===== config.mk =====
export PLATFORM = sky130hd
export DESIGN_NAME = wmap_ram
export DESIGN_NICKNAME = d
export VERILOG_FILES = /design/src/rtl/core/wmap_ram.sv
export SDC_FILE = /design/constraint.sdc
export NUM_CORES = 2
export LEC_CHECK = 0
export CAP_MARGIN = 20
export CORE_ASPECT_RATIO = 1.4
export CORE_MARGIN = 5
export CORE_UTILIZATION = 45
export CTS_CLUSTER_DIAMETER = 30
export DETAILED_ROUTE_END_ITERATION = 6
export DONT_BUFFER_PORTS = 1
export MAX_ROUTING_LAYER = met4
export PLACE_DENSITY_LB_ADDON = 0.05
export SYNTH_ARGS = -nofsm -noshare
export SYNTH_HDL_FRONTEND = slang
export SYNTH_SLANG_ARGS = --single-unit

===== constraint.sdc =====
create_clock -name clk -period 5.29 [get_ports clk]
set_input_delay 0.7935 -clock clk [delete_from_list [all_inputs] [get_ports clk]]
set_output_delay 0.7935 -clock clk [all_outputs]
set_load 0.01 [all_outputs]

===== src/rtl/core/wmap_ram.sv =====
// Generic simple dual-port RAM with registered read.
`default_nettype none
module wmap_ram #(
	parameter int Width = 32,
	parameter int Depth = 128
) (
	input  wire logic                                   clk,
	input  wire logic                                   we,
	input  wire logic [((Depth > 1) ? $clog2(Depth) : 1)-1:0] waddr,
	input  wire logic [Width-1:0]                       wdata,
	input  wire logic                                   re,
	input  wire logic [((Depth > 1) ? $clog2(Depth) : 1)-1:0] raddr,
	output logic      [Width-1:0]                       rdata
);
	logic [Width-1:0] mem_q [Depth];

	always_ff @(posedge clk) begin
		if (we) begin
			mem_q[waddr] <= wdata;
		end
		if (re) begin
			rdata <= mem_q[raddr];
		end
	end
endmodule
`default_nettype wire


======== Word-level counts from Yosys, hierarchy flattened ========
Memories as Yosys holds them, arrays and structs flattened. A register that Yosys moved wholly into a read port is not among the register bits.
Index checks and enable logic that the tools add are counted.
word-level totals
  register bits ........................... 0
  bits in writable memories ............... 4096
  input port bits ......................... 49
  output and inout port bits .............. 32
  logic and storage cells ................. 3
  memories kept ........................... 1
memory list
  name   depth  width  read ports  clocked after Yosys merged registers in  write ports  RTL line  RTL
  mem_q  128    32     1           1                                        1            15        logic [Width-1:0] mem_q [Depth];
cells by class
  mux-type cells .......................... 2
operators by type and width
  kind               number
  two-way mux 1 bit  2

======== Longest topological paths before layout ========
  word-level depth ........................ 2
  mapped depth ............................ 8
  gate-level depth less buffers ........... 4

======== Worst setup path before layout ========
No wires, ideal clock.
  path type ............................... input -> register
  start point ............................. in we
  end point ............................... mem mem_q[98][0], enable pin
  library setup time ...................... 0.461 ns
  arrival time ............................ 3.571 ns
  data required time ...................... 4.829 ns
  slack ................................... 1.258 ns
  stages on the path ...................... 3
  buffers on the path ..................... 1
  path through ............................ clkbuf_1 > nand4_1 > nor3_1
between the ends
  cells in the longest elaborated chain, start to end .. 2
RTL lines
  what                                     RTL line  RTL
  start, declared                          8         input wire logic we,
  two-way mux 1 bit                        18        if (we) begin
  two-way mux 1 bit (implied by the code)  19        mem_q[waddr] <= wdata;
  end, declared                            15
No other way between the ends.

==> impl_metrics.py <==
metrics = {
    "setup_path": {
        "worstPathArrival_ps": 4680,
        "required_ps": 5990,
        "reg2reg_to": "rdata[1]$_DFFE_PP_",
        "startpoint_type": "input pin",
        "endpoint_kind": "flop",
        "slowest_delay_ps": 1610,
        "cp_slowest_cell": "mux4_2",
        "crit_type": "input pin to flop",
        "regToRegSetupSlack_ps": 2400,
        "crit_chain": "mux4_2, mux4_2, mux2_2",
        "critPathTopFamily": "multiplexers",
        "startpoint": "raddr[1]",
        "worstSetupPathDepth": 3,
        "r2r_start": "mem_q[21][1]$_DFFE_PP_",
        "r2r_cells": 4,
        "endpoint": "rdata[2]$_DFFE_PP_",
        "crit_fanout": 256,
        "crit_top_cell": "mux4_2",
        "crit_buf_inv": 0,
    },
    "timing": {
        "maxSlewHeadroom": -0.8158,
        "period_needed_ps": 3981,
        "hold_viol": 0,
        "worst_pin_slew_ps": 2724,
        "setup_violations": 0,
        "fin_crit_sh": 0.7525,
        "skew_ps": 56.72,
        "drv_slew": 321,
        "grt_setup_unrepaired": "false",
        "setup_tns_ps": 0,
        "whs_ps": 78.76,
        "fmax_ghz": 0.2512,
    },
    "floorplan": {
        "core_um2": 346900,
        "initial_core_util": 0.4514,
        "die_x_um": 508.6,
        "io_pins": 81,
        "die_y_um": 708.0,
        "dieArea_um2": 360100,
        "placementRows": 256,
    },
    "pwr": {
        "p_per_area_nw_per_um2": 440.0,
        "power_uw": 83180,
        "leakage_uw": 0.05909,
        "ir_worst_vdd_v": 0.0002943,
    },
    "routing": {
        "wl_per_cell_um": 40.13,
        "num_vias": 72563,
        "dr.first_iter.drc_count": 9088,
        "via_per_inst": 6.077,
        "ant_nets": 0,
        "dr.pass1.iters": 7,
        "drc": 0,
        "routed_wl_um": 479100,
    },
    "cts": {
        "ctsRootBufferMaster": "clkbuf_16",
        "cts_buffer_depth": 4,
        "clk-insertion-delay-late_ps": 970,
        "ctsResizeCount": 0,
        "cts_htree_levels": 6,
        "clkSinkCount": 4128,
        "cts_tree": "yes",
        "clkTransAtPathRegs_ps": 60,
        "numCtsBuffers": 650,
        "hold_buffers": 63,
        "cts_setup_buffers": 0,
    },
    "placed_design": {
        "hpwlAfterDp_um": 242800,
        "dp.cells": 10606,
        "io_buffers": 0,
        "place_congestion": 0.7761,
    },
    "synthesis": {
        "ys_ff_latch": 4128,
        "syn_inst": 5990,
        "ys_types": 16,
        "synth_top_area_cell": "edfxtp_1",
        "avgSynthCellArea_um2": 26.14,
        "synth_top_cell_area_share": 0.7916,
        "synthTopCellsByArea": "edfxtp_1 79%, mux4_2 19%, clkbuf_1 0.44%",
        "synth-seq-area-share": 0.7916,
        "synth_area_um2": 156600,
        "synthesis.nets": 6039,
        "ys_warn_count": 0,
    },
    "outcome": {
        "violations": "max-slew violations",
        "status": "complete, but fails checks",
    },
    "min_path": {
        "hp-class": "input pin to flop",
    },
    "global_route": {
        "grt_max_degree": 257,
        "grt_pass1_wl_um": 652400,
        "grt-ovfl-total": 0,
        "grt.total_usage": 0.2755,
        "antenna_found_initial": 47,
        "grt_pass1_vias": 75755,
    },
    "layout": {
        "fin_cells": 11940,
        "layout_common_cells": "4,128 x edfxtp_1, 1,344 x mux4_2, 671 x clkbuf_16",
        "syn2layout_area_growth_pct": 20.71,
        "final_common_cell": "edfxtp_1",
        "drive_gt1_frac": 0.4018,
        "n_fill_cell": 25653,
        "fin_nets": 6727,
    },
    "run": {
        "cap_viol_max_count": 0,
    },
}
## synth_stat cells
master / number
buf_1: 50
buf_2: 79
buf_4: 3
buf_6: 2
clkbuf_1: 182
edfxtp_1: 4128
mux2_2: 32
mux4_2: 1344
nand2_1: 14
nand2b_1: 2
nand3_1: 12
nand4_1: 3
nor2_1: 122
nor2b_1: 7
nor3_1: 9
or3_1: 1
## flip-flops by register name, indices dropped and copies added (netlist names)
name	cells
mem_q	4096
rdata	32
## worst min-delay path by stage
stage	start	slack [ps]	depth (start not counted)	end
after CTS	wdata[11]	2	0	mem_q[110][11]$_DFFE_PP_
after global placement	wdata[25]	900	0	mem_q[28][25]$_DFFE_PP_
after detailed placement	wdata[25]	900	0	mem_q[28][25]$_DFFE_PP_
after global routing	wdata[28]	-0.5	0	mem_q[24][28]$_DFFE_PP_
after floorplan	wdata[0]	890	0	mem_q[0][0]$_DFFE_PP_
final	raddr[5]	80	1	rdata[18]$_DFFE_PP_
## stage by stage
stage | util | cell area, µm² | setup slack, ps
3_5_place_dp | 0.4755 | 165000 | 805.9
5_1_grt | 0.5448 | 189000 | 1727
6_report | 0.5449 | 189000 | 1309
3_3_place_gp | 0.4755 | 165000 | 812.6
4_1_cts | 0.5443 | 188800 | 1841
2_1_floorplan | - | 156600 | 1258
## per-layer routing
metal  vias to the layer above  routed length, µm  global-route usage
li1                      28185                  -                   -
met1                     40813             183900              0.3507
met2                      2953             250000              0.4648
met3                       612              31140             0.04142
met4                         0              14020             0.07974
met5                         -                  0                   -
## final cells by class
| class | count | area, µm² | share of cell area |
|---|---|---|---|
| clock buffers | 736 | 17040 | 0.09012 |
| multi-input cells | 1546 | 32290 | 0.1708 |
| well taps | 4644 | 5811 | 0.03074 |
| clock inverters | 458 | 5406 | 0.02860 |
| flip-flops and latches | 4128 | 124000 | 0.6558 |
| repair buffers | 352 | 4337 | 0.02294 |
| diodes | 76 | 190.2 | 0.001006 |
## report_power, final
group	leakage [µW]	internal (µW)	switching (µW)
clock	0.0107	28000	15500
combinational	0.0112	1400	1940
sequential	0.0371	36200	122
## logic make-up after synthesis
kind of cell | Yosys count | synth area share
muxes | 1376 | 0.1956
buffers and inverters | 316 | 0.008373
DFF | 4128 | 0.7916
and+or+nand+nor | 170 | 0.004450
(Power assumes the default switching activity.)
