### src/rtl/core/wmap_pkg.sv
// Types and constants of the warp map block.
`default_nettype none
package wmap_pkg;
	localparam int MaxTriangles  = 128;
	localparam int MaxRegionSide = 4096;

	localparam int TriW     = 7;
	localparam int PixW     = 12;
	localparam int ValW     = 32;
	localparam int NumVal   = 6;
	localparam int CoefW    = 48;
	localparam int CoefLoW  = CoefW / 2;
	localparam int CoordW   = 24;
	localparam int OffW     = 24;
	localparam int UW       = CoordW + 2;
	localparam int TriAddrW = (MaxTriangles > 1) ? $clog2(MaxTriangles) : 1;

	localparam int ValLsb   = TriW + 1 + 2 * PixW;
	localparam int WtRowW   = NumVal * ValW;
	localparam int CoefRowW = NumVal * CoefW;
	localparam int InDataW  = ValLsb + WtRowW;
	localparam int InUserW  = 2;
	localparam int OutDataW = 2 * CoordW;

	localparam int CfgAddrW = 1;
	localparam int CfgDataW = OffW;
	localparam logic [CfgAddrW-1:0] RegOffsetX = 1'b0;
	localparam logic [CfgAddrW-1:0] RegOffsetY = 1'b1;

	localparam int OpAW  = 34;
	localparam int OpBW  = 33;
	localparam int ProdW = OpAW + OpBW;
	localparam int AccW  = 76;

	localparam int BaseShift       = 24;
	localparam int ShapeFracShift  = 8;
	localparam int ShapeRound      = 1 << (ShapeFracShift - 1);
	localparam int PixBaseShift    = 8;
	localparam int PixHiShift      = 24;
	localparam int PixFracShift    = 24;
	localparam int PixRound        = 1 << (PixFracShift - 1);

	localparam int StepW = 4;
	localparam logic [StepW-1:0] ShapeLastStep = 4'd11;
	localparam logic [StepW-1:0] PixelLastStep = 4'd7;

	localparam logic signed [CoordW-1:0] OutsideCoord = -24'sd256;

	typedef enum logic [1:0] {
		ACT_LOAD_WEIGHTS = 2'd0,
		ACT_LOAD_SHAPE   = 2'd1,
		ACT_MAP_PIXEL    = 2'd2
	} action_t;

	typedef enum logic [2:0] {
		ST_IDLE,
		ST_LOAD,
		ST_RUN,
		ST_DRAIN,
		ST_OUT
	} state_t;

	typedef enum logic {
		MODE_SHAPE,
		MODE_PIXEL
	} mode_t;

	typedef struct packed {
		logic                   we;
		logic                   re;
		logic [TriAddrW-1:0]    waddr;
		logic [TriAddrW-1:0]    raddr;
	} ram_ctl_t;

	typedef struct packed {
		logic                   vld;
		logic                   first;
		logic                   last;
		logic                   shift;
		mode_t                  mode;
		logic [2:0]             idx;
		logic signed [OpAW-1:0] op_a;
		logic signed [OpBW-1:0] op_b;
		logic signed [AccW-1:0] init;
	} mac_op_t;

	typedef struct packed {
		logic                             busy;
		logic [NumVal-1:0][CoefW-1:0]     coef;
		logic [CoordW-1:0]                px;
		logic [CoordW-1:0]                py;
	} mac_res_t;
endpackage
`default_nettype wire

### src/rtl/core/wmap_mac.sv
// Shared multiplier, accumulator and round/saturate stage.
`default_nettype none
module wmap_mac import wmap_pkg::*; (
	input  wire logic     clk,
	input  wire logic     arst_n,
	input  wire mac_op_t  op,
	output mac_res_t      res
);
	logic                          vld_s1;
	logic                          first_s1;
	logic                          last_s1;
	logic                          shift_s1;
	mode_t                         mode_s1;
	logic [2:0]                    idx_s1;
	logic signed [ProdW-1:0]       prod_s1;
	logic signed [AccW-1:0]        init_s1;
	logic signed [AccW-1:0]        acc_q;
	logic signed [AccW-1:0]        term;
	logic signed [AccW-1:0]        acc_d;
	logic                          fin_s2;
	mode_t                         mode_s2;
	logic [2:0]                    idx_s2;
	logic signed [AccW-1:0]        shape_sh;
	logic signed [AccW-1:0]        pix_sh;
	logic [CoefW-1:0]              coef_sat;
	logic [CoordW-1:0]             pix_sat;
	logic [NumVal-1:0][CoefW-1:0]  coef_q;
	logic [CoordW-1:0]             px_q;
	logic [CoordW-1:0]             py_q;

	always_comb begin
		term     = shift_s1 ? (AccW'(prod_s1) <<< PixHiShift) : AccW'(prod_s1);
		acc_d    = (first_s1 ? init_s1 : acc_q) + term;
		shape_sh = acc_q >>> ShapeFracShift;
		pix_sh   = acc_q >>> PixFracShift;
		if ((&shape_sh[AccW-1:CoefW-1]) || !(|shape_sh[AccW-1:CoefW-1])) begin
			coef_sat = shape_sh[CoefW-1:0];
		end else if (shape_sh[AccW-1]) begin
			coef_sat = {1'b1, {(CoefW-1){1'b0}}};
		end else begin
			coef_sat = {1'b0, {(CoefW-1){1'b1}}};
		end
		if ((&pix_sh[AccW-1:CoordW-1]) || !(|pix_sh[AccW-1:CoordW-1])) begin
			pix_sat = pix_sh[CoordW-1:0];
		end else if (pix_sh[AccW-1]) begin
			pix_sat = {1'b1, {(CoordW-1){1'b0}}};
		end else begin
			pix_sat = {1'b0, {(CoordW-1){1'b1}}};
		end
	end

	always_ff @(posedge clk or negedge arst_n) begin
		if (!arst_n) begin
			vld_s1 <= 1'b0;
			fin_s2 <= 1'b0;
		end else begin
			vld_s1 <= op.vld;
			fin_s2 <= vld_s1 && last_s1;
		end
	end

	always_ff @(posedge clk) begin
		first_s1 <= op.first;
		last_s1  <= op.last;
		shift_s1 <= op.shift;
		mode_s1  <= op.mode;
		idx_s1   <= op.idx;
		prod_s1  <= $signed(op.op_a) * $signed(op.op_b);
		init_s1  <= op.init;
		mode_s2  <= mode_s1;
		idx_s2   <= idx_s1;
		if (vld_s1) begin
			acc_q <= acc_d;
		end
		if (fin_s2) begin
			if (mode_s2 == MODE_SHAPE) begin
				coef_q[idx_s2] <= coef_sat;
			end else if (idx_s2[0]) begin
				py_q <= pix_sat;
			end else begin
				px_q <= pix_sat;
			end
		end
	end

	assign res.busy = vld_s1 | fin_s2;
	assign res.coef = coef_q;
	assign res.px   = px_q;
	assign res.py   = py_q;
endmodule
`default_nettype wire

### config.mk
export PLATFORM = sky130hd
export DESIGN_NAME = wmap_mac
export DESIGN_NICKNAME = d
export VERILOG_FILES = /design/src/rtl/core/wmap_pkg.sv /design/src/rtl/core/wmap_mac.sv
export SDC_FILE = /design/constraint.sdc
export NUM_CORES = 2
export LEC_CHECK = 0
export BUFFER_PORTS_ARGS = -buffer_cell sky130_fd_sc_hd__buf_2
export CAP_MARGIN = 20
export CORE_MARGIN = 2
export CORE_UTILIZATION = 63
export DETAILED_ROUTE_END_ITERATION = 7
export GPL_ROUTABILITY_DRIVEN = 0
export HOLD_SLACK_MARGIN = 0.12
export PLACE_DENSITY = 0.91
export SLEW_MARGIN = 20
export SYNTH_ARGS = -nofsm -noshare
export SYNTH_HDL_FRONTEND = slang
export SYNTH_SLANG_ARGS = --single-unit
### constraint.sdc
create_clock -name clk -period 7.9 [get_ports clk]
set_input_delay 0.79 -clock clk [delete_from_list [all_inputs] [get_ports clk]]
set_output_delay 0.79 -clock clk [all_outputs]
set_load 0.02 [all_outputs]
* Word-level counts from Yosys, hierarchy flattened
Index checks and enable logic that the tools add are counted.
** Operators by class
- Add/subtract/negate cells :: 1
- $mul :: 1
- Div/mod/pow operators :: 0
- Magnitude comparators :: 2
- Equal/unequal tests :: 0
- Shift-type cells :: 0
- Muxes and demuxes :: 9
- Bitwise logic cells :: 3
- Reduce and logical (&&, ||, !) cells :: 13
** Operators with widths (number)
- $bwmux W288 :: 1
- $mux W76 :: 2
- $demux W48 S3 :: 1
- $mux W48 :: 3
- $add A76 B76 Y76 :: 1
- $mul A34 B33 Y67 :: 1
- $mux W24 :: 2
- $reduce_and A29 Y1 :: 1
- $reduce_or A29 Y1 :: 1
- $reduce_and A21 Y1 :: 1
- $reduce_or A21 Y1 :: 1
- $reduce_and A3 Y1 :: 2
- $lt A3 B4 Y1 const B :: 1
- $ge A3 B1 Y1 const B :: 1
- $logic_and A1 B1 Y1 :: 2
- $logic_not A1 Y1 :: 2
- $logic_or A1 B1 Y1 :: 2
- $not A1 Y1 :: 2
- $reduce_and A2 Y1 :: 1
- $or A1 B1 Y1 :: 1
** Storage, ports and cells
- Register bits after elaboration :: 568
- Latch bits :: 0
- RAM bits :: 0
- Bits in read-only memories :: 0
- Bits of input ports :: 153
- Logic and storage cells :: 49
- Memories kept :: 0

* Depth between registers and ports, before layout
- Depth after elaboration :: 5
- Mapped depth :: 30
- Mapped depth without buffers :: 28

* Worst setup path before layout
OpenSTA, ideal clock, no wires.
- Path type :: input-to-reg
- Start :: input op[142] (netlist bit)
- End :: register prod_s1[65]
- Library setup time :: 0.123 ns
- Arrival :: 8.179 ns
- Required time :: 7.777 ns
- Path slack :: -0.402 ns
- Stages on the path :: 27
- Cell sequence :: clkbuf_1 -> nand2_1 -> inv_1 -> fa_1 -> fa_1 -> fa_1 -> inv_1 -> fa_1 -> inv_1 -> fa_1 -> fa_1 -> fa_1 -> inv_1 -> fa_1 -> inv_1 -> ha_1 -> clkbuf_1 -> inv_1 -> o21bai_1 -> a21o_1 -> a21oi_1 -> o21bai_1 -> a2111oi_0 -> nor2_1 -> a21oi_1 -> o21ai_1 -> xor2_1
** Between the ends
- Word-level cells in the longest chain between the ends :: 1
** Ends and longest elaborated chain
- start: declaration :: RTL line wmap_mac.sv:6 : input wire mac_op_t op,
- $mul A34 B33 Y67 :: RTL line wmap_mac.sv:68 : prod_s1 <= $signed(op.op_a) * $signed(op.op_b);
- end signal: assignment :: RTL line wmap_mac.sv:68
- end: declaration :: RTL line wmap_mac.sv:15 : logic signed [ProdW-1:0] prod_s1;
No other way between the ends.
A chain may end at the register's enable or synchronous reset.

* Worst setup path after layout
- Start :: input op[81] (netlist bit)
- End :: register prod_s1[65]
The elaborated chain is that of the path after synthesis.

==> out/summary.txt <==
FLOORPLANNING
---------------------------------------------------------------------------------
Core area                                                               98300 um2
Width of the die                                                           319 um
Die area                                                               102000 um2
Num rows                                                                      115
Die Y-Extent                                                               319 um
Initial cell density of the core                                            0.634
Number of top-level design ports                                              490

FINAL LAYOUT
---------------------------------------------------------------------------------
Filler Cells Inserted                                                        6110
Share of cells above drive strength 1                                       0.171
Post-Layout Cell Count                                                       7811
Final nets                                                                   8103
Area growth from synthesis to layout                                        12.5%

CLOCK NETWORK
---------------------------------------------------------------------------------
Skew-Pair Late Insertion Delay                                             590 ps
Post-CTS Setup Repair Bufs                                                      0
Register clock-pin slew on the reported worst setup and hold paths          80 ps
Htree depth                                                                     2
Largest buffer count on any clock path                                          3
Total clock sinks                                                             568
Number of buffers created by CTS                                               46
CTS tree                                                                     done
CTS Root Cell                                                        sky130_fd_sc_hd__clkbuf_16

LOGIC SYNTHESIS
---------------------------------------------------------------------------------
Synth Flop Type                                                      sky130_fd_sc_hd__edfxtp_1
Mapped Avg Cell Area                                                     10.6 um2
Number of library cell types mapped by synthesis                               81
Number of flip-flops and latches in the synthesized netlist                   568
Fraction of synthesis flops using an asynchronous set or reset pin        0.00352
Net count of the mapped netlist                                              7483
Cell Area, Synth                                                        62300 um2
Count of warnings emitted by yosys                                              0
Proportion of synthesized chip area in sequential cells                     0.249
Number of instances in the synthesized netlist                               5859
EDFF count, synth                                                             412

GLOBAL ROUTING
---------------------------------------------------------------------------------
Initial antenna violation count                                                11
Overall routing resource usage                                              0.361
Vias in the first global route                                              50300
Global-route wire length before repair                                  280000 um
Remaining global-route overflow                                                 0
Largest net degree at the start of global routing                              61

TIMING
---------------------------------------------------------------------------------
Share of the cycle needed by the critical path after routing                0.991
RSZ-0062 raised after global routing                                         true
Relative slew slack                                                         0.294
Fmax                                                                      128 MHz
Setup violations, final                                                         0
Post-layout minimum cycle time                                            7830 ps
Total negative slack                                                         0 ps
Max Transition Viols Final                                                      0
Slew at the pin closest to its max-slew limit                             1060 ps
Final setup skew                                                          29.8 ps
Final number of hold-violating endpoints                                        0

CRITICAL PATH
---------------------------------------------------------------------------------
Worst Setup Start Kind                                                  input pin
Most used cell along the critical path                               sky130_fd_sc_hd__fa_1
Standard cell with the maximum stage delay on the critical path      sky130_fd_sc_hd__fa_2
Worst Path Required                                                       8370 ps
Slowest stage delay, CP                                                    650 ps
Capturing element type of the critical path                              register
Critical path peak fanout                                                      13
Critical path data arrival time                                           8290 ps
Worst Path Class, Setup                                              input pin to register

ROUTE
---------------------------------------------------------------------------------
Number of nets still failing antenna checks after routing                       0
First-pass iteration count of the detailed router                               8
Wirelength per Cell                                                       23.2 um
Initial DRC Count                                                            4844
Vias per inst                                                                5.94
Final Routed Wirelength                                                 181000 um
Residual DRC                                                                    6
DR vias                                                                     46400

OUTCOME
---------------------------------------------------------------------------------
Failing checks                                                       design-rule violations
Status                                                               finished with violations

PLACED DESIGN
---------------------------------------------------------------------------------
Detailed-placement wirelength estimate                                  152000 um
Port-buffer cells                                                             489
Total placed cells including tap cells                                       7716

JOB
---------------------------------------------------------------------------------
Count of maximum capacitance violations                                         0

HOLD PATH
---------------------------------------------------------------------------------
Worst hold path class                                                input pin to register

## cells in the final DEF, fill, tap and decap left out, types with 46 or more instances in the layout
| cell | synthesis | routed |
|---|---|---|
| sky130_fd_sc_hd__xor2_1 | 54 | 54 |
| sky130_fd_sc_hd__nand4_1 | 46 | 46 |
| sky130_fd_sc_hd__buf_2 | 8 | 477 |
| sky130_fd_sc_hd__a21o_1 | 137 | 137 |
| sky130_fd_sc_hd__edfxtp_1 | 412 | 412 |
| sky130_fd_sc_hd__nand2_1 | 659 | 658 |
| sky130_fd_sc_hd__fa_1 | 1177 | 1174 |
| sky130_fd_sc_hd__ha_1 | 294 | 294 |
| sky130_fd_sc_hd__clkbuf_16 | 0 | 49 |
| sky130_fd_sc_hd__xnor2_1 | 97 | 97 |
| sky130_fd_sc_hd__inv_1 | 1168 | 1165 |
| sky130_fd_sc_hd__dfxtp_1 | 154 | 152 |
| sky130_fd_sc_hd__a21oi_1 | 173 | 172 |
| sky130_fd_sc_hd__o21ai_0 | 84 | 80 |
| sky130_fd_sc_hd__mux2_2 | 116 | 116 |
| sky130_fd_sc_hd__and2_1 | 577 | 575 |
| sky130_fd_sc_hd__buf_4 | 0 | 345 |
| sky130_fd_sc_hd__nor2_1 | 97 | 92 |
## critical path, delay by kind of cell
kind | cells | cell delay, ps
AO/OA/AOI/OAI | 8 | 1550
XOR/XNOR | 1 | 160
AND/OR/NAND/NOR | 2 | 320
buffers and inverters | 8 | 1050
adder cells (fa/ha/maj) | 9 | 4420
## logic make-up (layout without fill, tap and decap cells)
kind of cell	count (synthesis)	in the layout	share of synthesized area
simple gates	1536	1536	0.123
fa+ha+maj	1471	1471	0.437
buf+inv	1450	2107	0.0875
flops	568	568	0.249
compound gates	565	565	0.0611
xor+xnor	151	151	0.0212
mux	118	118	0.0213
other cells	0	8	0
## sequential cells by signal (all words and copies together) (netlist names)
name and cells:
idx_s2 3, first_s1 1, prod_s1 67, fin_s2 1, mode_s1 1, mode_s2 1
py_q 24, res 288, acc_q 76, init_s1 76, px_q 24, last_s1 1
vld_s1 1, shift_s1 1, idx_s1 3
## cell type report
class | count | area, um2 | area share
multi-input combinational | 3841 | 41500 | 0.592
sequential | 568 | 15500 | 0.221
timing repair buffer | 854 | 5510 | 0.0785
inverter | 1168 | 4390 | 0.0626
tap | 1287 | 1610 | 0.0230
clock buffer | 56 | 1290 | 0.0184
clock inverter | 29 | 298 | 0.00424
antenna | 8 | 20.0 | 0.000285
## through the flow
step / hold slack, ps / setup slack (ps) / area (um2) / util
final: 293 / 71.2 / 70200 / 0.714
after global routing: 278 / -156 / 70200 / 0.714
after CTS: 277 / 123 / 70000 / 0.713
after detailed placement: 312 / -424 / 68400 / 0.696
after global placement: 313 / -194 / 68400 / 0.696
after floorplan: 310 / 19.9 / 62400 / -
## cell usage after synthesis (all sizes together) (4+ instances only)
master / count / share of area
a211o: 4 / 0.00056
a211oi: 5 / 0.00068
a21boi: 8 / 0.00096
a21o: 137 / 0.016
a21oi: 176 / 0.014
a31oi: 18 / 0.0024
and2: 577 / 0.058
and3: 20 / 0.0021
and4: 7 / 0.00098
buf: 19 / 0.0013
clkbuf: 263 / 0.016
dfxtp: 154 / 0.049
edfxtp: 412 / 0.20
fa: 1177 / 0.38
ha: 294 / 0.059
inv: 1168 / 0.070
mux2: 116 / 0.021
nand2: 660 / 0.040
nand2b: 22 / 0.0022
nand3: 26 / 0.0021
nand4: 46 / 0.0046
nor2: 97 / 0.0058
nor2b: 37 / 0.0037
nor3: 18 / 0.0014
nor4: 11 / 0.0011
o2111ai: 4 / 0.00066
o211a: 4 / 0.00064
o211ai: 11 / 0.0014
o21a: 22 / 0.0026
o21ai: 96 / 0.0079
o21bai: 34 / 0.0042
o31ai: 9 / 0.0020
or2: 7 / 0.00070
xnor2: 97 / 0.014
xor2: 54 / 0.0076
## per-layer routing
layer | global-route usage | wire (um) | vias to the layer above
li1 | - | - | 19200
met1 | 0.419 | 60100 | 22900
met2 | 0.621 | 89000 | 3392
met3 | 0.0760 | 18600 | 935
met4 | 0.208 | 13300 | 12
met5 | 0 | 75 | -
## final timing paths
path                                    from  cells after the start                   to  slack [ps]
min in group asynchronous             arst_n                      2     vld_s1$_DFF_PN0_         540
min reg2reg                idx_s1[2]$_DFF_P_                      0    idx_s2[2]$_DFF_P_         320
max reg2reg                 first_s1$_DFF_P_                     12  acc_q[73]$_DFFE_PP_        2970
max                                   op[81]                     28  prod_s1[65]$_DFF_P_          70
min                                   op[16]                      1  init_s1[16]$_DFF_P_         290
max in group asynchronous             arst_n                      2     vld_s1$_DFF_PN0_        7220
## what timing repair did
| action | CTS | global route |
|---|---|---|
| gates resized for setup | 0 | 31 |
| hold buffers | 1 | 0 |
| setup endpoints to repair | 0 | 8 |
| endpoints found under the hold margin | 2 | 0 |
Power is left out: the tool's default activity adds up to more than one toggle a clock period on the data nets, which glitch-free logic cannot reach.
