### config.mk
export PLATFORM = sky130hd
export DESIGN_NAME = wmap_ctrl
export DESIGN_NICKNAME = d
export VERILOG_FILES = /design/src/rtl/core/wmap_pkg.sv /design/src/rtl/core/wmap_ctrl.sv
export SDC_FILE = /design/constraint.sdc
export NUM_CORES = 1
export LEC_CHECK = 0
export ABC_AREA = 1
export BUFFER_PORTS_ARGS = -buffer_cell sky130_fd_sc_hd__buf_2
export CAP_MARGIN = 0
export CORE_AREA = 2 2 588 590
export DETAILED_ROUTE_END_ITERATION = 8
export DIE_AREA = 0 0 590 592
export PLACE_DENSITY_LB_ADDON = 0.3
export SLEW_MARGIN = 20
export SYNTH_ARGS = -nofsm -noshare
export SYNTH_HDL_FRONTEND = slang
export SYNTH_SLANG_ARGS = --single-unit
### constraint.sdc
create_clock -name clk -period 12.2 [get_ports clk]
set_clock_uncertainty 0.1 [all_clocks]
set_input_delay 1.22 -clock clk [delete_from_list [all_inputs] [get_ports clk]]
set_output_delay 1.22 -clock clk [all_outputs]
set_load 0.02 [all_outputs]
### src/rtl/core/wmap_pkg.sv
// Types and constants of the warp map block.
`default_nettype none
package wmap_pkg;
	localparam int MaxTriangles  = 128;
	localparam int MaxRegionSide = 4096;

	localparam int TriW     = 7;
	localparam int PixW     = 12;
	localparam int ValW     = 32;
	localparam int NumVal   = 6;
	localparam int CoefW    = 48;
	localparam int CoefLoW  = CoefW / 2;
	localparam int CoordW   = 24;
	localparam int OffW     = 24;
	localparam int UW       = CoordW + 2;
	localparam int TriAddrW = (MaxTriangles > 1) ? $clog2(MaxTriangles) : 1;

	localparam int ValLsb   = TriW + 1 + 2 * PixW;
	localparam int WtRowW   = NumVal * ValW;
	localparam int CoefRowW = NumVal * CoefW;
	localparam int InDataW  = ValLsb + WtRowW;
	localparam int InUserW  = 2;
	localparam int OutDataW = 2 * CoordW;

	localparam int CfgAddrW = 1;
	localparam int CfgDataW = OffW;
	localparam logic [CfgAddrW-1:0] RegOffsetX = 1'b0;
	localparam logic [CfgAddrW-1:0] RegOffsetY = 1'b1;

	localparam int OpAW  = 34;
	localparam int OpBW  = 33;
	localparam int ProdW = OpAW + OpBW;
	localparam int AccW  = 76;

	localparam int BaseShift       = 24;
	localparam int ShapeFracShift  = 8;
	localparam int ShapeRound      = 1 << (ShapeFracShift - 1);
	localparam int PixBaseShift    = 8;
	localparam int PixHiShift      = 24;
	localparam int PixFracShift    = 24;
	localparam int PixRound        = 1 << (PixFracShift - 1);

	localparam int StepW = 4;
	localparam logic [StepW-1:0] ShapeLastStep = 4'd11;
	localparam logic [StepW-1:0] PixelLastStep = 4'd7;

	localparam logic signed [CoordW-1:0] OutsideCoord = -24'sd256;

	typedef enum logic [1:0] {
		ACT_LOAD_WEIGHTS = 2'd0,
		ACT_LOAD_SHAPE   = 2'd1,
		ACT_MAP_PIXEL    = 2'd2
	} action_t;

	typedef enum logic [2:0] {
		ST_IDLE,
		ST_LOAD,
		ST_RUN,
		ST_DRAIN,
		ST_OUT
	} state_t;

	typedef enum logic {
		MODE_SHAPE,
		MODE_PIXEL
	} mode_t;

	typedef struct packed {
		logic                   we;
		logic                   re;
		logic [TriAddrW-1:0]    waddr;
		logic [TriAddrW-1:0]    raddr;
	} ram_ctl_t;

	typedef struct packed {
		logic                   vld;
		logic                   first;
		logic                   last;
		logic                   shift;
		mode_t                  mode;
		logic [2:0]             idx;
		logic signed [OpAW-1:0] op_a;
		logic signed [OpBW-1:0] op_b;
		logic signed [AccW-1:0] init;
	} mac_op_t;

	typedef struct packed {
		logic                             busy;
		logic [NumVal-1:0][CoefW-1:0]     coef;
		logic [CoordW-1:0]                px;
		logic [CoordW-1:0]                py;
	} mac_res_t;
endpackage
`default_nettype wire

### src/rtl/core/wmap_ctrl.sv
// Sequencer: stream handshake, table access and operand selection.
`default_nettype none
module wmap_ctrl import wmap_pkg::*; (
	input  wire logic                          clk,
	input  wire logic                          arst_n,
	input  wire logic                          s_tvalid,
	output logic                               s_tready,
	input  wire logic [InDataW-1:0]            s_tdata,
	input  wire logic [InUserW-1:0]            s_tuser,
	output logic                               m_tvalid,
	input  wire logic                          m_tready,
	output logic [OutDataW-1:0]                m_tdata,
	output logic                               m_tuser,
	input  wire logic [OffW-1:0]               off_x,
	input  wire logic [OffW-1:0]               off_y,
	output ram_ctl_t                           wt_ctl,
	output logic [WtRowW-1:0]                  wt_wdata,
	input  wire logic [NumVal-1:0][ValW-1:0]   wt_rdata,
	output ram_ctl_t                           coef_ctl,
	input  wire logic [NumVal-1:0][CoefW-1:0]  coef_rdata,
	output mac_op_t                            op,
	input  wire mac_res_t                      res
);
	state_t                         state_q;
	state_t                         state_d;
	logic [StepW-1:0]               step_q;
	mode_t                          mode_q;
	logic                           outside_q;
	logic [TriW-1:0]                tri_q;
	logic [PixW-1:0]                col_q;
	logic [PixW-1:0]                row_q;
	logic [NumVal-1:0][ValW-1:0]    val_q;
	logic signed [ValW:0]           diff_q [4];
	logic                           m_tvalid_q;
	logic [OutDataW-1:0]            m_tdata_q;
	logic                           m_tuser_q;

	logic                           accept;
	action_t                        act_in;
	logic [TriW-1:0]                tri_in;
	logic                           inside_in;
	logic [PixW-1:0]                col_in;
	logic [PixW-1:0]                row_in;
	logic                           tri_ok;
	logic                           pix_out;
	logic                           out_load;
	logic signed [UW-1:0]           u_val;
	logic signed [UW-1:0]           v_val;
	logic [2:0]                     grp_sh;
	logic                           ax;
	logic [2:0]                     k3;
	logic [2:0]                     widx;
	logic [2:0]                     cbase;
	logic [2:0]                     ck;
	logic [CoefW-1:0]               csel;
	logic signed [ValW-1:0]         base;
	logic [StepW-1:0]               last_step;

	assign accept    = s_tvalid && s_tready;
	assign act_in    = action_t'(s_tuser);
	assign tri_in    = s_tdata[TriW-1:0];
	assign inside_in = s_tdata[TriW];
	assign col_in    = s_tdata[TriW+1 +: PixW];
	assign row_in    = s_tdata[TriW+1+PixW +: PixW];
	assign wt_wdata  = s_tdata[ValLsb +: WtRowW];
	assign tri_ok    = 32'(tri_in) < MaxTriangles;
	assign pix_out   = !inside_in || !tri_ok || (32'(col_in) >= MaxRegionSide)
		|| (32'(row_in) >= MaxRegionSide);
	assign out_load  = (state_q == ST_OUT) && (!m_tvalid_q || m_tready);
	assign last_step = (mode_q == MODE_SHAPE) ? ShapeLastStep : PixelLastStep;

	assign u_val = $signed({{(UW-PixW-8){1'b0}}, col_q, 8'b0}) + UW'($signed(off_x));
	assign v_val = $signed({{(UW-PixW-8){1'b0}}, row_q, 8'b0}) + UW'($signed(off_y));

	always_comb begin
		wt_ctl.we      = accept && (act_in == ACT_LOAD_WEIGHTS) && tri_ok;
		wt_ctl.re      = accept && (act_in == ACT_LOAD_SHAPE) && tri_ok;
		wt_ctl.waddr   = TriAddrW'(tri_in);
		wt_ctl.raddr   = TriAddrW'(tri_in);
		coef_ctl.we    = (state_q == ST_DRAIN) && !res.busy && (mode_q == MODE_SHAPE);
		coef_ctl.re    = accept && (act_in == ACT_MAP_PIXEL) && !pix_out;
		coef_ctl.waddr = TriAddrW'(tri_q);
		coef_ctl.raddr = TriAddrW'(tri_in);
	end

	always_comb begin
		grp_sh = step_q[3:1];
		ax     = grp_sh >= 3'd3;
		k3     = ax ? (grp_sh - 3'd3) : grp_sh;
		widx   = step_q[0] ? (k3 + 3'd3) : k3;
		cbase  = step_q[2] ? 3'd3 : 3'd0;
		ck     = cbase + (step_q[1] ? 3'd2 : 3'd1);
		csel   = coef_rdata[ck];
		if (grp_sh == 3'd0) begin
			base = $signed(val_q[0]);
		end else if (grp_sh == 3'd3) begin
			base = $signed(val_q[3]);
		end else begin
			base = '0;
		end
		op.vld  = state_q == ST_RUN;
		op.mode = mode_q;
		if (mode_q == MODE_SHAPE) begin
			op.first = !step_q[0];
			op.last  = step_q[0];
			op.shift = 1'b0;
			op.idx   = grp_sh;
			op.op_a  = OpAW'(diff_q[{ax, step_q[0]}]);
			op.op_b  = OpBW'($signed(wt_rdata[widx]));
			op.init  = (AccW'(base) <<< BaseShift) + AccW'(ShapeRound);
		end else begin
			op.first = step_q[1:0] == 2'd0;
			op.last  = step_q[1:0] == 2'd3;
			op.shift = step_q[0];
			op.idx   = {2'b0, step_q[2]};
			op.op_a  = step_q[0] ? OpAW'($signed(csel[CoefW-1:CoefLoW]))
				: $signed(OpAW'(csel[CoefLoW-1:0]));
			op.op_b  = step_q[1] ? OpBW'(v_val) : OpBW'(u_val);
			op.init  = (AccW'($signed(coef_rdata[cbase])) <<< PixBaseShift)
				+ AccW'(PixRound);
		end
	end

	always_comb begin
		state_d  = state_q;
		s_tready = state_q == ST_IDLE;
		case (state_q)
			ST_IDLE: begin
				if (accept) begin
					case (act_in)
						ACT_LOAD_SHAPE: begin
							if (tri_ok) begin
								state_d = ST_LOAD;
							end
						end
						ACT_MAP_PIXEL: begin
							state_d = pix_out ? ST_OUT : ST_LOAD;
						end
						default: begin
							state_d = ST_IDLE;
						end
					endcase
				end
			end
			ST_LOAD: begin
				state_d = ST_RUN;
			end
			ST_RUN: begin
				if (step_q == last_step) begin
					state_d = ST_DRAIN;
				end
			end
			ST_DRAIN: begin
				if (!res.busy) begin
					state_d = (mode_q == MODE_SHAPE) ? ST_IDLE : ST_OUT;
				end
			end
			ST_OUT: begin
				if (out_load) begin
					state_d = ST_IDLE;
				end
			end
			default: begin
				state_d = ST_IDLE;
			end
		endcase
	end

	always_ff @(posedge clk or negedge arst_n) begin
		if (!arst_n) begin
			state_q    <= ST_IDLE;
			step_q     <= '0;
			m_tvalid_q <= 1'b0;
		end else begin
			state_q <= state_d;
			if (state_q == ST_LOAD) begin
				step_q <= '0;
			end else if (state_q == ST_RUN) begin
				step_q <= step_q + 1'b1;
			end
			if (out_load) begin
				m_tvalid_q <= 1'b1;
			end else if (m_tready) begin
				m_tvalid_q <= 1'b0;
			end
		end
	end

	always_ff @(posedge clk) begin
		if (accept) begin
			tri_q     <= tri_in;
			col_q     <= col_in;
			row_q     <= row_in;
			val_q     <= s_tdata[ValLsb +: WtRowW];
			mode_q    <= (act_in == ACT_MAP_PIXEL) ? MODE_PIXEL : MODE_SHAPE;
			outside_q <= pix_out;
		end
		if (state_q == ST_LOAD) begin
			diff_q[0] <= (ValW+1)'($signed(val_q[1])) - (ValW+1)'($signed(val_q[0]));
			diff_q[1] <= (ValW+1)'($signed(val_q[2])) - (ValW+1)'($signed(val_q[0]));
			diff_q[2] <= (ValW+1)'($signed(val_q[4])) - (ValW+1)'($signed(val_q[3]));
			diff_q[3] <= (ValW+1)'($signed(val_q[5])) - (ValW+1)'($signed(val_q[3]));
		end
		if (out_load) begin
			m_tdata_q <= outside_q ? {OutsideCoord, OutsideCoord} : {res.py, res.px};
			m_tuser_q <= outside_q;
		end
	end

	assign m_tvalid = m_tvalid_q;
	assign m_tdata  = m_tdata_q;
	assign m_tuser  = m_tuser_q;
endmodule
`default_nettype wire

### Word level (Yosys, flattened, before mapping)

Memory sizes are Yosys's and may differ from the RTL's.
Index checks and enable logic that the tools add are counted.
W data, S select, Z words.

| storage, ports and cells | value |
|---|---|
| flip-flop bits (word level) | 282 |
| RAM bits | 132 |
| input port bits | 1095 |
| memories kept | 1 |

Memories:

| memory | words | width | rd ports | clocked after Yosys merged registers in | write ports | line | text |
|---|---|---|---|---|---|---|---|
| diff_q | 4 | 33 | 1 | 0 | 4 | wmap_ctrl.sv:33 | `logic signed [ValW:0] diff_q [4];` |

| operators by class | value |
|---|---|
| add/sub/neg operators | 12 |
| magnitude comparators | 4 |
| equality and inequality tests | 13 |
| mux-type cells | 32 |
| bitwise gates (word level) | 1 |
| reduce and logical (&&, ||, !) cells | 20 |

Operators with widths:

| cell | number |
|---|---|
| $bmux W48 S3 | 2 |
| $mux W146 | 1 |
| $sub A32 B32 Y33 | 4 |
| $bmux W32 S3 | 1 |
| $mux W32 | 3 |
| $mux W48 | 2 |
| $add A56 B25 Y57 const B | 1 |
| $add A56 B9 Y57 const B | 1 |
| $add A21 B24 Y25 | 2 |
| $mux W34 | 1 |
| $mux W33 | 1 |
| $mux W3 | 9 |
| $pmux W3 S5 | 1 |
| $mux W4 | 3 |
| $eq A3 B2 Y1 const B | 3 |
| $logic_and A1 B1 Y1 | 8 |
| $lt A3 B4 Y1 const B | 2 |
| $logic_not A3 Y1 | 2 |
| $pmux W3 S2 | 1 |
| $mux W1 | 5 |
| $add A4 B1 Y4 const B | 1 |
| $eq A2 B2 Y1 const B | 2 |
| $eq A4 B4 Y1 | 1 |
| $logic_not A1 Y1 | 4 |
| other kinds (16) | 21 |

### Longest topological paths before layout

| logic depth | value |
|---|---|
| word-level depth | 7 |
| gate-level depth with buffers | 23 |

### Least setup slack after synthesis

Ideal clock, no wire load.

| path | value |
|---|---|
| path type | register to register |
| from | register state_q[1] |
| to | register state_q[1] |
| library setup time | 0.083 ns |
| arrival time | 10.186 ns |
| required time | 12.017 ns |
| path slack | 1.831 ns |
| cell stages (with the launch flop) | 6 |
| path buffers | 0 |
| cell sequence | dfrtp_1 -> nor3_1 -> inv_1 -> nand2_1 -> inv_1 -> o21ai_0 |

| on the way | value |
|---|---|
| longest elaborated chain between the ends | 4 |

Ends and longest elaborated chain:

| what | line | text |
|---|---|---|
| from (decl) | wmap_ctrl.sv:24 | `state_t state_q;` |
| from (signal assigned) | wmap_ctrl.sv:175 | `state_q <= state_d;` |
| $eq A3 B3 Y1 or $logic_not A3 Y1 (tied branches) | wmap_ctrl.sv:69, wmap_ctrl.sv:127, wmap_ctrl.sv:126 |  |
| $logic_and A1 B1 Y1, on equally long branches | wmap_ctrl.sv:69, wmap_ctrl.sv:59 |  |
| $ne A2 B2 Y1 (no source line) or $ne A2 B1 Y1 (tied branches) | - |  |
| $reduce_and A4 Y1 (no source line) | - |  |

Parallel ways exist; a longest one is shown, timed or not.
A chain may end at the register's enable or synchronous reset.

==> impl_metrics.ini <==
[timing]
period_needed_ps = 7800
period_share_pct = 63.9
rsz0062_at_grt = no
setup_tns_ps = 0
final-setup-viol-count = 0
tightest_slew_ps = 1220
fmax_mhz = 128
slew_viol_final = 0
max_slew_margin_pct = 18.3
finalHoldViolCount = 0

[global_routing]
grt-ovfl-total = 0
grt_pass1_wl_um = 352000
antenna_found_initial = 177
grt_max_degree = 132
grt_usage_pct = 15.4
grt_pass1_vias = 34791

[layout]
layout_common_cells = 1225 x buf_2, 1140 x nand2_1, 557 x inv_1, 504 x nor2_1
multi_input_area_um2 = 17000
nNetsFinal = 6912
fin_area_um2 = 45800
layoutNonFillerInstCount = 10294
fillers = 39965
synthToLayoutAreaGrowth_pct = 34.9
final_core_util_pct = 13.4
regArea_um2 = 12400
layout_commonest_cell = buf_2
final_layout_size_suffix_gt1_share_pct = 26.1

[die]
io_pins = 1521
row_count = 215
core_um2 = 342000
die_h_um = 592
dieArea_um2 = 349000
initial_core_util_pct = 9.92
fp.dieW_um = 590

[detailed_routing]
dr_total_vias = 36746
detail_route.wl_per_cell_um = 27.3
dr.pass1.iters = 6
viasPerCell = 3.57
ant_nets = 0
wl_um = 281000
drt-initial-drc-count = 2760
drc = 0

[clocking]
worstSkewPairLatency_ps = 720
cts_resized = 0
htreeDepth = 2
clkTransAtPathRegs_ps = 70
cts_hold_buf = 0
cts_setup_buffers = 0
cts_buffer_depth = 3
cts.sinks = 414
cts_buffers = 58
cts_tree = yes
cts_root_buf = clkbuf_16

[worst_hold_path]
min_path_type = input pin to asynchronous set/reset pin

[placement]
place_area_um2 = 43800
io_buffers = 1225
gp_congestion = 0.898
dpl.cell_count = 10142
dpl.hpwl_um = 246000

[logic_synthesis]
synthMuxAreaShare_pct = 0
synth_area_per_cell_um2 = 7.22
yosysSeqAreaShare_pct = 36.5
synth-seq-cells = 414
ys_types = 49
async_reset_ff_share_pct = 1.93
yosys.area_share.simple_pct = 27.4
syn_inst = 4702
synthAdderAreaFrac_pct = 6.47
yosysWarnings = 0
synth_xor_area_share_pct = 1.91
synth_compound_area_share_pct = 13.8
synth_top_family_by_area = simple AND/OR/NAND/NOR gates
ys.flop_type = edfxtp_1
synth_edf_count = 406
netlist_area_um2 = 34000

[power_and_ir_drop]
p_leak_nw = 20.6
peakVddDrop_mv = 0.127
power.density_nw_per_um2 = 282

[worst_setup_path]
arrival_ps = 6480
cpMaxStageDelayCell = dfrtp_2
crit_chain = inv_1, ha_4, inv_6, nand2_1, nand2_1, ha_1, nand2_1, nand2_2, buf_4, nand3_1, nand2_1, nand2_1, a21oi_1, buf_2
critical_path.endpoint_type = output pin
reg2reg_to = val_q[14]
ff2ff_setup_slack_ps = 8760
crit_fanout = 67
crit_path_max_incr_delay_ps = 900
cp_data_required_time_ps = 10880
criticalPathCategory = register to output pin
cp-start-kind = register
reg2regPathDepth = 6
crit_top_cell = nand2_1
r2r-start = state_q[1]

[status]
status = complete, no violations

[flow_run]
maxCapViolCount = 0
==> stage by stage <==
stage | worst slack (ps) | hold WS [ps] | power [W]
floorplan | 1830 | 367 | 0.00685
global placement | 5080 | 485 | 0.0115
detailed placement | 5070 | 497 | 0.0115
CTS | 4210 | 166 | 0.0134
global route | 4090 | 195 | 0.0138
finish | 4400 | 252 | 0.0129
==> how the worst max path moves through the flow <==
stage / start / end / slack [ps] / cells past startpoint
floorplan: state_q[1] / state_q[1] / 1830 / 5
global placement: step_q[1] / op[89] / 5080 / 14
detailed placement: step_q[1] / op[89] / 5070 / 14
CTS: step_q[1] / op[89] / 4210 / 14
global route: step_q[1] / op[89] / 4090 / 14
finish: step_q[1] / op[89] / 4400 / 14
==> sequential cells by signal, indices dropped and copies added, names as in the netlist <==
| name | cells |
|---|---|
| row_q | 12 |
| col_q | 12 |
| state_q | 3 |
| val_q | 192 |
| m_tuser | 1 |
| outside_q | 1 |
| m_tdata | 48 |
| step_q | 4 |
| m_tvalid | 1 |
| tri_q | 7 |
| diff_q | 132 |
| mode_q | 1 |
==> layout make-up <==
| type | instances | share of cell area (%) |
|---|---|---|
| multi-input combinational | 3319 | 37.0 |
| timing repair buffer | 1284 | 14.4 |
| tap | 4557 | 12.4 |
| sequential | 414 | 27.1 |
| inverter | 568 | 4.70 |
| clock inverter | 36 | 0.852 |
| antenna | 49 | 0.268 |
| clock buffer | 67 | 3.24 |
==> logic make-up after synthesis <==
logic type	Yosys count
fa+ha+maj	172
simple gates	2222
compound gates	844
other cells	1
xor+xnor	74
flops	414
buf+inv	975
==> critical path, delay by kind of cell, from the launching register on <==
kind,cells,cell delay (ps)
and+or+nand+nor,7,1800
buffers and inverters,4,1370
adders and majority gates,2,1170
DFF,1,900
AOI/OAI and AO/OA,1,400
==> layer usage <==
layer	up-vias	global-route usage [%]	part of all wire, %
met5	-	0	0.040
met2	1799	28.4	50
li1	17374	-	-
met3	449	2.73	5.6
met1	17110	17.8	40
met4	14	5.34	4.3
==> where the power goes <==
| group | total [W] | internal, W | leakage, nW | switching (W) |
|---|---|---|---|---|
| Combinational | 0.00878 | 0.00200 | 15.8 | 0.00677 |
| Clock | 0.00175 | 0.000965 | 0.910 | 0.000781 |
| Sequential | 0.00240 | 0.00214 | 3.88 | 0.000263 |
==> synthesized netlist by cell type (3+ instances only) <==
cell type / n / area share (%)
o21a_1: 8 / 0.18
nand4_1: 15 / 0.28
buf_4: 249 / 5.5
clkbuf_1: 95 / 1.1
inv_2: 6 / 0.066
nor2_4: 3 / 0.099
o21ai_1: 30 / 0.44
ha_1: 166 / 6.1
nor4_1: 22 / 0.41
o31ai_1: 10 / 0.22
o21ai_0: 376 / 5.5
fa_1: 6 / 0.35
dfrtp_1: 8 / 0.59
inv_1: 562 / 6.2
buf_6: 11 / 0.36
nor2_1: 507 / 5.6
nand3_1: 406 / 6.0
edfxtp_1: 406 / 36
o221ai_1: 17 / 0.44
a21o_1: 21 / 0.46
a31oi_1: 11 / 0.20
o22ai_1: 33 / 0.61
o211ai_1: 58 / 1.3
nand3_2: 4 / 0.12
o21bai_1: 9 / 0.20
a21oi_1: 251 / 3.7
or2_2: 36 / 0.66
nand2_4: 5 / 0.17
a21boi_0: 4 / 0.088
buf_1: 20 / 0.22
nor2_2: 12 / 0.22
buf_2: 30 / 0.44
nand2_2: 10 / 0.18
xnor2_1: 12 / 0.31
and2_1: 5 / 0.092
nand2_1: 1143 / 13
xor2_1: 62 / 1.6
o21ai_2: 12 / 0.31
nor3_1: 34 / 0.50
nand3b_1: 18 / 0.40
(Power assumes the default switching activity.)
